### config.mk
export PLATFORM = sky130hd
export DESIGN_NAME = event_adsr_envelope
export DESIGN_NICKNAME = d
export VERILOG_FILES = /design/src/hdl/eae_pkg.sv /design/src/hdl/eae_div.sv /design/src/hdl/event_adsr_envelope.sv
export SDC_FILE = /design/constraint.sdc
export NUM_CORES = 2
export LEC_CHECK = 0
export BUFFER_PORTS_ARGS = -buffer_cell sky130_fd_sc_hd__clkbuf_2
export CAP_MARGIN = 20
export CORE_ASPECT_RATIO = 0.8
export CORE_MARGIN = 5
export CORE_UTILIZATION = 29
export CTS_CLUSTER_SIZE = 14
export DETAILED_ROUTE_END_ITERATION = 12
export SLEW_MARGIN = 10
export SYNTH_ARGS = -nofsm -noshare
export SYNTH_HDL_FRONTEND = slang
export SYNTH_SLANG_ARGS = --single-unit
export TNS_END_PERCENT = 1
### constraint.sdc
create_clock -name clk -period 18.2 [get_ports clk]
set_clock_uncertainty 0.05 [all_clocks]
set_input_delay 3.64 -clock clk [delete_from_list [all_inputs] [get_ports clk]]
set_output_delay 3.64 -clock clk [all_outputs]
set_load 0.05 [all_outputs]
### src/hdl/eae_pkg.sv
`timescale 1ns / 1ps
package eae_pkg;
  localparam int TIME_BITS = 48;
  localparam int DUR_BITS = 36;
  localparam int FRAC_BITS = 16;
  localparam int LVL_W = FRAC_BITS + 1;
  localparam int GEN_W = 32;
  localparam int REL_W = TIME_BITS + 1;
  localparam logic [LVL_W-1:0] ONE_LEVEL = LVL_W'(1) << FRAC_BITS;

  localparam logic [2:0] REQ_SAMPLE  = 3'd0;
  localparam logic [2:0] REQ_TRIGGER = 3'd1;
  localparam logic [2:0] REQ_GATE    = 3'd2;
  localparam logic [2:0] REQ_PULSE   = 3'd3;
  localparam logic [2:0] REQ_RESET   = 3'd4;

  localparam logic [1:0] ST_OK       = 2'd0;
  localparam logic [1:0] ST_ORDER    = 2'd1;
  localparam logic [1:0] ST_REJECTED = 2'd2;

  localparam logic [2:0] REG_ATTACK  = 3'd0;
  localparam logic [2:0] REG_DECAY   = 3'd1;
  localparam logic [2:0] REG_RELEASE = 3'd2;
  localparam logic [2:0] REG_PULSE   = 3'd3;
  localparam logic [2:0] REG_SUSTAIN = 3'd4;
  localparam logic [2:0] REG_GEN     = 3'd5;

  typedef struct packed {
    logic [2:0]           req_type;
    logic [TIME_BITS-1:0] time_ticks;
    logic [LVL_W-1:0]     event_value;
    logic [GEN_W-1:0]     event_generation;
  } req_t;

  typedef struct packed {
    logic [LVL_W-1:0] level;
    logic [1:0]       status;
  } rsp_t;

  typedef struct packed {
    logic                start;
    logic [DUR_BITS-1:0] a;
    logic [LVL_W-1:0]    b;
    logic [DUR_BITS-1:0] c;
  } div_req_t;

  typedef struct packed {
    logic             done;
    logic [LVL_W-1:0] q;
  } div_rsp_t;

  typedef enum logic [3:0] {
    S_IDLE,
    S_DECODE,
    S_HELD,
    S_HDIV,
    S_HMUL,
    S_RMUL,
    S_RSTART,
    S_RDIV,
    S_DONE
  } state_t;
endpackage

### src/hdl/eae_div.sv
`timescale 1ns / 1ps
module eae_div (
  input  logic              clk,
  input  logic              rst,
  input  eae_pkg::div_req_t req,
  output eae_pkg::div_rsp_t rsp
);
  localparam int CW = $clog2(eae_pkg::LVL_W);
  localparam int RW = eae_pkg::DUR_BITS + 2;

  logic                         busy;
  logic                         done;
  logic [CW-1:0]                cnt;
  logic [eae_pkg::DUR_BITS-1:0] a, c, r;
  logic [eae_pkg::LVL_W-1:0]    b, q;
  logic [RW-1:0]                r2, r3, r4;
  logic                         n1, n2;
  logic [eae_pkg::DUR_BITS-1:0] r_next;
  logic [eae_pkg::LVL_W-1:0]    q_next;

  always_comb begin
    r2 = {1'b0, r, 1'b0} + (b[cnt] ? {2'b00, a} : RW'(0));
    n1 = (r2 >= {2'b00, c});
    r3 = n1 ? r2 - {2'b00, c} : r2;
    n2 = (r3 >= {2'b00, c});
    r4 = n2 ? r3 - {2'b00, c} : r3;
    r_next = r4[eae_pkg::DUR_BITS-1:0];
    q_next = {q[eae_pkg::LVL_W-2:0], 1'b0} + eae_pkg::LVL_W'(n1) + eae_pkg::LVL_W'(n2);
  end

  always_ff @(posedge clk) begin
    if (rst) begin
      busy <= 1'b0;
      done <= 1'b0;
    end else begin
      done <= 1'b0;
      if (req.start) begin
        busy <= 1'b1;
        cnt  <= CW'(eae_pkg::LVL_W - 1);
      end else if (busy) begin
        if (cnt == '0) begin
          busy <= 1'b0;
          done <= 1'b1;
        end else begin
          cnt <= cnt - 1'b1;
        end
      end
    end
  end

  always_ff @(posedge clk) begin
    if (req.start) begin
      a <= req.a;
      b <= req.b;
      c <= req.c;
      r <= '0;
      q <= '0;
    end else if (busy) begin
      r <= r_next;
      q <= q_next;
    end
  end

  assign rsp.done = done;
  assign rsp.q    = q;
endmodule

### src/hdl/event_adsr_envelope.sv
`timescale 1ns / 1ps
// channel  signals                     beat when
// in       in_valid in_stall in_data   in_valid && !in_stall
// out      out_valid out_stall out_data out_valid && !out_stall
// cfg      psel penable pwrite paddr   psel && penable && pwrite && pready
//
// one item at a time; out_valid rises after the states DECODE and DONE when no
// level is needed, after DECODE, HELD, HMUL and DONE when the held level sits at
// sustain, and later with a division; the serial divider works in 17 steps, one quotient bit a cycle
// synchronous active-high reset; no clearing pass
// in_stall stays high while an item is at work or a result waits; the next
// input beat can be taken in the cycle after the result beat leaves
module event_adsr_envelope (
  input  logic           clk,
  input  logic           rst,
  input  logic           in_valid,
  output logic           in_stall,
  input  eae_pkg::req_t  in_data,
  output logic           out_valid,
  input  logic           out_stall,
  output eae_pkg::rsp_t  out_data,
  input  logic           psel,
  input  logic           penable,
  input  logic           pwrite,
  input  logic [5:0]     paddr,
  input  logic [63:0]    pwdata,
  output logic [63:0]    prdata,
  output logic           pready
);
  localparam int TB = eae_pkg::TIME_BITS;
  localparam int DB = eae_pkg::DUR_BITS;
  localparam int LW = eae_pkg::LVL_W;
  localparam int RB = eae_pkg::REL_W;
  localparam int PW = 2 * LW;

  logic [DB-1:0]            attack_ticks, decay_ticks, release_ticks, pulse_ticks;
  logic [LW-1:0]            sustain_level;
  logic [eae_pkg::GEN_W-1:0] expected_generation;

  logic          started, released;
  logic [TB-1:0] start_time, last_event_time;
  logic [RB-1:0] release_time;
  logic [LW-1:0] release_level, amplitude;

  eae_pkg::state_t state, state_next;
  eae_pkg::req_t   item;
  logic [TB-1:0]   el;
  logic            goal_sample, dec_mode;
  logic [LW-1:0]   held, ar, item_level;
  logic [1:0]      item_status;

  eae_pkg::div_req_t dreq;
  eae_pkg::div_rsp_t drsp;

  eae_div u_div (.clk(clk), .rst(rst), .req(dreq), .rsp(drsp));

  // configuration
  logic [2:0] cfg_idx;
  logic       cfg_wr;
  assign cfg_idx = paddr[5:3];
  assign cfg_wr  = psel && penable && pwrite;
  assign pready  = 1'b1;

  always_ff @(posedge clk) begin
    if (rst) begin
      attack_ticks        <= '0;
      decay_ticks         <= '0;
      release_ticks       <= '0;
      pulse_ticks         <= '0;
      sustain_level       <= eae_pkg::ONE_LEVEL;
      expected_generation <= eae_pkg::GEN_W'(1);
    end else if (cfg_wr) begin
      unique case (cfg_idx)
        eae_pkg::REG_ATTACK:  attack_ticks        <= pwdata[DB-1:0];
        eae_pkg::REG_DECAY:   decay_ticks         <= pwdata[DB-1:0];
        eae_pkg::REG_RELEASE: release_ticks       <= pwdata[DB-1:0];
        eae_pkg::REG_PULSE:   pulse_ticks         <= pwdata[DB-1:0];
        eae_pkg::REG_SUSTAIN: sustain_level       <= pwdata[LW-1:0];
        eae_pkg::REG_GEN:     expected_generation <= pwdata[eae_pkg::GEN_W-1:0];
        default: ;
      endcase
    end
  end

  always_comb begin
    unique case (cfg_idx)
      eae_pkg::REG_ATTACK:  prdata = 64'(attack_ticks);
      eae_pkg::REG_DECAY:   prdata = 64'(decay_ticks);
      eae_pkg::REG_RELEASE: prdata = 64'(release_ticks);
      eae_pkg::REG_PULSE:   prdata = 64'(pulse_ticks);
      eae_pkg::REG_SUSTAIN: prdata = 64'(sustain_level);
      eae_pkg::REG_GEN:     prdata = 64'(expected_generation);
      default:              prdata = '0;
    endcase
  end

  // decode of the held item
  logic          in_fire;
  logic          bad_kind, gen_bad, val_bad, t_early;
  logic          is_sample, is_gate_off, gate_off_do, in_release;
  logic [RB-1:0] t_ext, d;
  logic          rel_silent;
  logic [LW-1:0] sus;
  logic [TB-1:0] el_sample, el2;
  logic          in_attack, in_decay;

  assign in_fire = in_valid && !in_stall;

  always_comb begin
    bad_kind    = item.req_type > eae_pkg::REQ_RESET;
    gen_bad     = (item.event_generation == '0) ||
                  (item.event_generation != expected_generation);
    val_bad     = (item.req_type != eae_pkg::REQ_RESET) &&
                  (item.event_value > eae_pkg::ONE_LEVEL);
    t_early     = item.time_ticks < last_event_time;
    is_sample   = item.req_type == eae_pkg::REQ_SAMPLE;
    is_gate_off = (item.req_type == eae_pkg::REQ_GATE) && (item.event_value == '0);
    t_ext       = {1'b0, item.time_ticks};
    in_release  = released && (t_ext >= release_time);
    gate_off_do = started && !in_release;
    d           = t_ext - release_time;
    rel_silent  = (release_ticks == '0) || (d >= RB'(release_ticks));
    el_sample   = (item.time_ticks >= start_time) ? item.time_ticks - start_time : '0;
    sus         = (sustain_level > eae_pkg::ONE_LEVEL) ? eae_pkg::ONE_LEVEL : sustain_level;
    in_attack   = el < TB'(attack_ticks);
    el2         = el - TB'(attack_ticks);
    in_decay    = el2 < TB'(decay_ticks);
  end

  // next state
  always_comb begin
    state_next = state;
    unique case (state)
      eae_pkg::S_IDLE: if (in_fire) state_next = eae_pkg::S_DECODE;
      eae_pkg::S_DECODE: begin
        if (is_sample) begin
          if (t_early || !started) state_next = eae_pkg::S_DONE;
          else if (!in_release) state_next = eae_pkg::S_HELD;
          else if (rel_silent) state_next = eae_pkg::S_DONE;
          else state_next = eae_pkg::S_RMUL;
        end else if (bad_kind || gen_bad || val_bad || t_early) begin
          state_next = eae_pkg::S_DONE;
        end else if (is_gate_off) begin
          state_next = gate_off_do ? eae_pkg::S_HELD : eae_pkg::S_DONE;
        end else if (item.req_type == eae_pkg::REQ_PULSE) begin
          state_next = eae_pkg::S_HELD;
        end else begin
          state_next = eae_pkg::S_DONE;
        end
      end
      eae_pkg::S_HELD:
        state_next = (in_attack || in_decay) ? eae_pkg::S_HDIV : eae_pkg::S_HMUL;
      eae_pkg::S_HDIV:   if (drsp.done) state_next = eae_pkg::S_HMUL;
      eae_pkg::S_HMUL:   state_next = eae_pkg::S_DONE;
      eae_pkg::S_RMUL:   state_next = eae_pkg::S_RSTART;
      eae_pkg::S_RSTART: state_next = eae_pkg::S_RDIV;
      eae_pkg::S_RDIV:   if (drsp.done) state_next = eae_pkg::S_DONE;
      eae_pkg::S_DONE:   state_next = eae_pkg::S_IDLE;
      default:           state_next = eae_pkg::S_IDLE;
    endcase
  end

  // outputs of the sequencer
  always_comb begin
    in_stall   = (state != eae_pkg::S_IDLE) || out_valid;
    dreq.start = 1'b0;
    dreq.a     = el[DB-1:0];
    dreq.b     = eae_pkg::ONE_LEVEL;
    dreq.c     = attack_ticks;
    unique case (state)
      eae_pkg::S_HELD: begin
        dreq.start = in_attack || in_decay;
        if (!in_attack) begin
          dreq.a = el2[DB-1:0];
          dreq.b = eae_pkg::ONE_LEVEL - sus;
          dreq.c = decay_ticks;
        end
      end
      eae_pkg::S_RSTART: begin
        dreq.start = 1'b1;
        dreq.a     = release_ticks - d[DB-1:0];
        dreq.b     = ar;
        dreq.c     = release_ticks;
      end
      default: ;
    endcase
  end

  logic [PW-1:0] prod;
  always_comb begin
    if (state == eae_pkg::S_RMUL) prod = PW'(amplitude) * PW'(release_level);
    else prod = PW'(amplitude) * PW'(held);
  end

  always_ff @(posedge clk) begin
    if (rst) begin
      state           <= eae_pkg::S_IDLE;
      out_valid       <= 1'b0;
      started         <= 1'b0;
      released        <= 1'b0;
      start_time      <= '0;
      release_time    <= '0;
      release_level   <= '0;
      amplitude       <= eae_pkg::ONE_LEVEL;
      last_event_time <= '0;
    end else begin
      state <= state_next;
      if (out_valid && !out_stall) out_valid <= 1'b0;
      unique case (state)
        eae_pkg::S_DECODE: begin
          if (!is_sample && !(bad_kind || gen_bad || val_bad || t_early)) begin
            last_event_time <= item.time_ticks;
            if (item.req_type == eae_pkg::REQ_RESET) begin
              started       <= 1'b0;
              released      <= 1'b0;
              start_time    <= '0;
              release_time  <= '0;
              release_level <= '0;
              amplitude     <= eae_pkg::ONE_LEVEL;
            end else if (is_gate_off) begin
              if (gate_off_do) begin
                release_time <= t_ext;
                released     <= 1'b1;
              end
            end else begin
              started    <= 1'b1;
              start_time <= item.time_ticks;
              amplitude  <= item.event_value;
              released   <= item.req_type == eae_pkg::REQ_PULSE;
              if (item.req_type == eae_pkg::REQ_PULSE)
                release_time <= t_ext + RB'(pulse_ticks);
            end
          end
        end
        eae_pkg::S_HMUL: if (!goal_sample) release_level <= held;
        eae_pkg::S_DONE: out_valid <= 1'b1;
        default: ;
      endcase
    end
  end

  // datapath registers
  always_ff @(posedge clk) begin
    unique case (state)
      eae_pkg::S_IDLE: if (in_fire) item <= in_data;
      eae_pkg::S_DECODE: begin
        item_level  <= '0;
        goal_sample <= is_sample;
        if (is_sample) begin
          item_status <= t_early ? eae_pkg::ST_ORDER : eae_pkg::ST_OK;
          el          <= el_sample;
        end else begin
          if (bad_kind || gen_bad || val_bad) item_status <= eae_pkg::ST_REJECTED;
          else if (t_early) item_status <= eae_pkg::ST_ORDER;
          else item_status <= eae_pkg::ST_OK;
          el <= is_gate_off ? el_sample : TB'(pulse_ticks);
        end
      end
      eae_pkg::S_HELD: begin
        dec_mode <= !in_attack;
        held     <= sus;
      end
      eae_pkg::S_HDIV:
        if (drsp.done) held <= dec_mode ? eae_pkg::ONE_LEVEL - drsp.q : drsp.q;
      eae_pkg::S_HMUL:
        if (goal_sample) item_level <= prod[eae_pkg::FRAC_BITS +: LW];
      eae_pkg::S_RMUL: ar <= prod[eae_pkg::FRAC_BITS +: LW];
      eae_pkg::S_RDIV: if (drsp.done) item_level <= drsp.q;
      eae_pkg::S_DONE: begin
        out_data.level  <= item_level;
        out_data.status <= item_status;
      end
      default: ;
    endcase
  end

  a_out_idle: assert property (@(posedge clk) disable iff (rst)
    out_valid |-> state == eae_pkg::S_IDLE) else $error("result pending while busy");
  a_div_done: assert property (@(posedge clk) disable iff (rst)
    drsp.done |-> (state == eae_pkg::S_HDIV || state == eae_pkg::S_RDIV))
    else $error("divider result outside a wait state");
  a_err_zero: assert property (@(posedge clk) disable iff (rst)
    (out_valid && out_data.status != eae_pkg::ST_OK) |-> out_data.level == '0)
    else $error("error beat with nonzero level");
  a_decode: assert property (@(posedge clk) disable iff (rst)
    in_fire |=> state == eae_pkg::S_DECODE) else $error("beat not decoded");
endmodule
==> key figures <==
Run status
  • Status: complete, no violations

Layout
  • Final nets: 9,697
  • Synth-to-Final Area Change: 10.33%
  • Register area: 18,180 µm²
  • Layout cells sized above 1: 6.579%
  • Area taken by multi-input logic gates: 46,650 µm²
  • FILL cells: 25,050

Setup path
  • Crit Path Category: flop to flop
  • Critical Path End Type: flop
  • Critical R2R Capture: u_div.q[16]
  • Slowest-stage cell, CP: edfxtp_1
  • CP max FO: 57
  • CP dominant cell by count: ha_1
  • Data arrival, critical path: 13.79 ns
  • Required time of the critical path: 18.77 ns
  • R2R setup slack: 4.99 ns
  • CP peak stage delay: 0.56 ns
  • Reg2Reg Launch Point: u_div.cnt[0]
  • R2R cell count: 49
  • Crit start category: flop

CTS
  • Clock Tree Buf Depth: 3
  • Clk pin slew, worst setup/hold paths: 0.06 ns
  • CTS Sinks: 750
  • Setup bufs post-CTS: 0
  • CTS buffer count: 93
  • Clk root buf: clkbuf_16
  • H-tree depth: 3
  • # hold bufs at CTS: 0
  • Cts repair resizes: 0
  • CTS tree: done
  • Worst skew pair latency: 0.80 ns

Run
  • MaxCap Viol Count: 0

Power and ir drop
  • Post-layout power: 5.698 mW
  • IR drop worst, VDD: 78.38 µV
  • Clk pwr share: 34.8%
  • Leakage Power: 30.97 nW
  • NetSw: 2.077 mW
  • Share of power burned in registers: 34.9%
  • Logic pwr share: 30.3%
  • Pwr Density: 73.65 nW/µm²
  • Internal power: 3.621 mW
  • Switch share: 36.45%

Detailed routing
  • WL met3: 22,800 µm
  • Top sig layer: met5
  • Routed len/inst: 21.63 µm
  • # DRC: 0
  • Drt initial violations: 6,849
  • Met1 WL: 117,500 µm
  • Vias post-DR: 62,100
  • Post-route ant nets: 0
  • Via density: 5.308
  • First-pass detailed-route iteration total: 6
  • Final Routed Wirelength: 253,000 µm
  • Metal2 WL: 102,500 µm

Yosys
  • Most area-consuming cells after synthesis: edfxtp_1 14%, fa_1 13%, dfxtp_1 12%
  • Mapped Area: 70,120 µm²
  • Number of synthesized flops with an enable pin: 316
  • Part of the Yosys area used for sequential elements: 25.92%
  • Syn Area/Cell: 8.250 µm²
  • Post-synthesis cell type count: 110
  • Seq cells post-synth: 750
  • Synth Instances: 8,499
  • Most frequent cell after synthesis: nand2_1
  • Yosys warning total: 0
  • Async S/R FF share, synth: 0%
  • Post-synth top flop: dfxtp_1
  • Synth area leader: edfxtp_1
  • Synth top cells by count: 1,429 x nand2_1, 931 x inv_1, 798 x a21oi_1
  • Top-area cell type share of the netlist area: 13.53%

Timing
  • Fin. Hold Viols: 0
  • Period utilisation layout: 72.60%
  • Final hold slack: 0.3738 ns
  • Worst Tran Pin Value: 1.194 ns
  • Fin crit period: 13.21 ns
  • Max Slew Vio Count: 0
  • Final setup viols: 0
  • Max Clk Rate: 75.68 MHz
  • RSZ-0062 raised after global routing: false
  • Setup TNS: 0 ns
  • Final WS setup: 4.987 ns
  • Max-slew headroom: 20.14%

Global route
  • First-pass GRT wire length: 378,400 µm
  • Total GRT Usage: 19.42%
  • Grt total ovfl: 0
  • Initial antenna violation count: 12
  • Vias in the first global route: 59,010
  • Pin count of the biggest net entering global routing: 185

Floorplan
  • Die area: 251,800 µm²
  • Chip width: 559.8 µm
  • Initial Utilization: 29.13%
  • Die Span Y: 449.8 µm
  • Rows: 161
  • I/O pin cnt: 263
  • Core area: 240,700 µm²

Placed design
  • Gpl congestion: 0.9754
  • Setup WS pre-CTS: 5.204 ns
  • Input/output buffers: 202
  • Dpl hpwl: 197,500 µm

Min path
  • Hold EP: out_data[5]
  • Type of the most critical hold path: flop to flop
  • HP Start: item_level[3]
  • Worst Hold Depth: 0
area by class of cell:
cell class / instances / share of cell area [%]
Multi-Input combinational cell: 6358 / 60.30
Sequential cell: 750 / 23.50
Tap cell: 3178 / 5.140
Inverter: 937 / 4.559
Clock buffer: 119 / 3.240
Timing Repair Buffer: 292 / 2.271
Clock inverter: 56 / 0.9591
Antenna cell: 8 / 0.02588
registers in the layout, indices dropped and copies added, names as in the netlist, 36 cells and up:
| register | count |
|---|---|
| u_div.a | 36 |
| decay_ticks | 36 |
| start_time | 48 |
| attack_ticks | 36 |
| el | 48 |
| item | 100 |
| u_div.c | 36 |
| last_event_time | 48 |
| release_time | 49 |
| u_div.r | 36 |
| pulse_ticks | 36 |
| release_ticks | 36 |
cell families (layout without fill, tap and decap cells):
kind of cell	Yosys count	count (layout)	synth area share (%)
flip-flops	750	750	25.92
adder cells (fa/ha/maj)	1088	1088	24.23
multiplexers	71	71	1.242
XOR/XNOR	386	386	4.832
AO/OA/AOI/OAI	2027	2027	18.00
AND/OR/NAND/NOR	2757	2757	17.87
other	2	37	0.01071
buffers and inverters	1418	1404	7.887
power by group through the flow:
stage / Combinational [mW] / Clock, mW / Sequential, mW
6_report: 1.72 / 1.98 / 1.99
5_1_grt: 1.88 / 2.09 / 2.00
4_1_cts: 1.69 / 2.03 / 1.98
3_5_place_dp: 1.68 / 0 / 2.02
3_3_place_gp: 1.66 / 0 / 2.02
2_1_floorplan: 1.25 / 0 / 1.94
critical path, delay by kind of cell (launching register included):
family,cells,cell delay [ns]
AO/OA/AOI/OAI,18,3.95
XOR/XNOR,2,0.45
adder cells (fa/ha/maj),6,1.61
buffers and inverters,5,1.26
flip-flops,1,0.56
multiplexers,3,1.46
AND/OR/NAND/NOR,15,3.57
cell usage in the layout (no fill, tap or decap), drive strengths merged, types with 17 or more instances in the layout:
cell type	instances
a211oi	98
a21o	172
a21oi	804
a221oi	17
a22o	29
a22oi	69
a31oi	50
and2	190
and3	45
buf	90
clkbuf	321
clkinv	34
conb	29
dfxtp	434
edfxtp	316
fa	450
ha	638
inv	941
mux2i	51
nand2	1429
nand2b	67
nand3	226
nand4	93
nor2	348
nor2b	90
nor3	105
nor4	57
o211ai	31
o21a	48
o21ai	368
o21bai	46
o22ai	95
o31ai	30
or3	29
xnor2	208
xor2	178
per-stage QoR:
stage	util, %	instance area [µm²]	cells
3_3_place_gp	30.74	74000	11510
2_1_floorplan	-	70220	8526
6_report	32.14	77360	11700
3_5_place_dp	30.75	74030	11510
5_1_grt	32.13	77350	11690
4_1_cts	32.10	77280	11690
per-layer routing:
metal / GRT usage (%) / vias up
li1: - / 28820
met1: 28.89 / 30170
met2: 27.79 / 2756
met3: 3.673 / 352
met4: 6.774 / 2
met5: 0 / -
how the worst max path moves through the flow:
stage,start,to,cells past startpoint,slack [ns]
final,u_div.cnt[0],u_div.q[16],49,4.99
after global routing,u_div.cnt[0],u_div.q[16],49,4.28
after CTS,u_div.cnt[0],u_div.q[16],49,5.07
after detailed placement,u_div.cnt[0],u_div.q[16],49,5.20
after global placement,u_div.cnt[0],u_div.q[16],49,5.19
after floorplan,u_div.cnt[0],u_div.q[16],48,7.46
(Power assumes the default switching activity.)
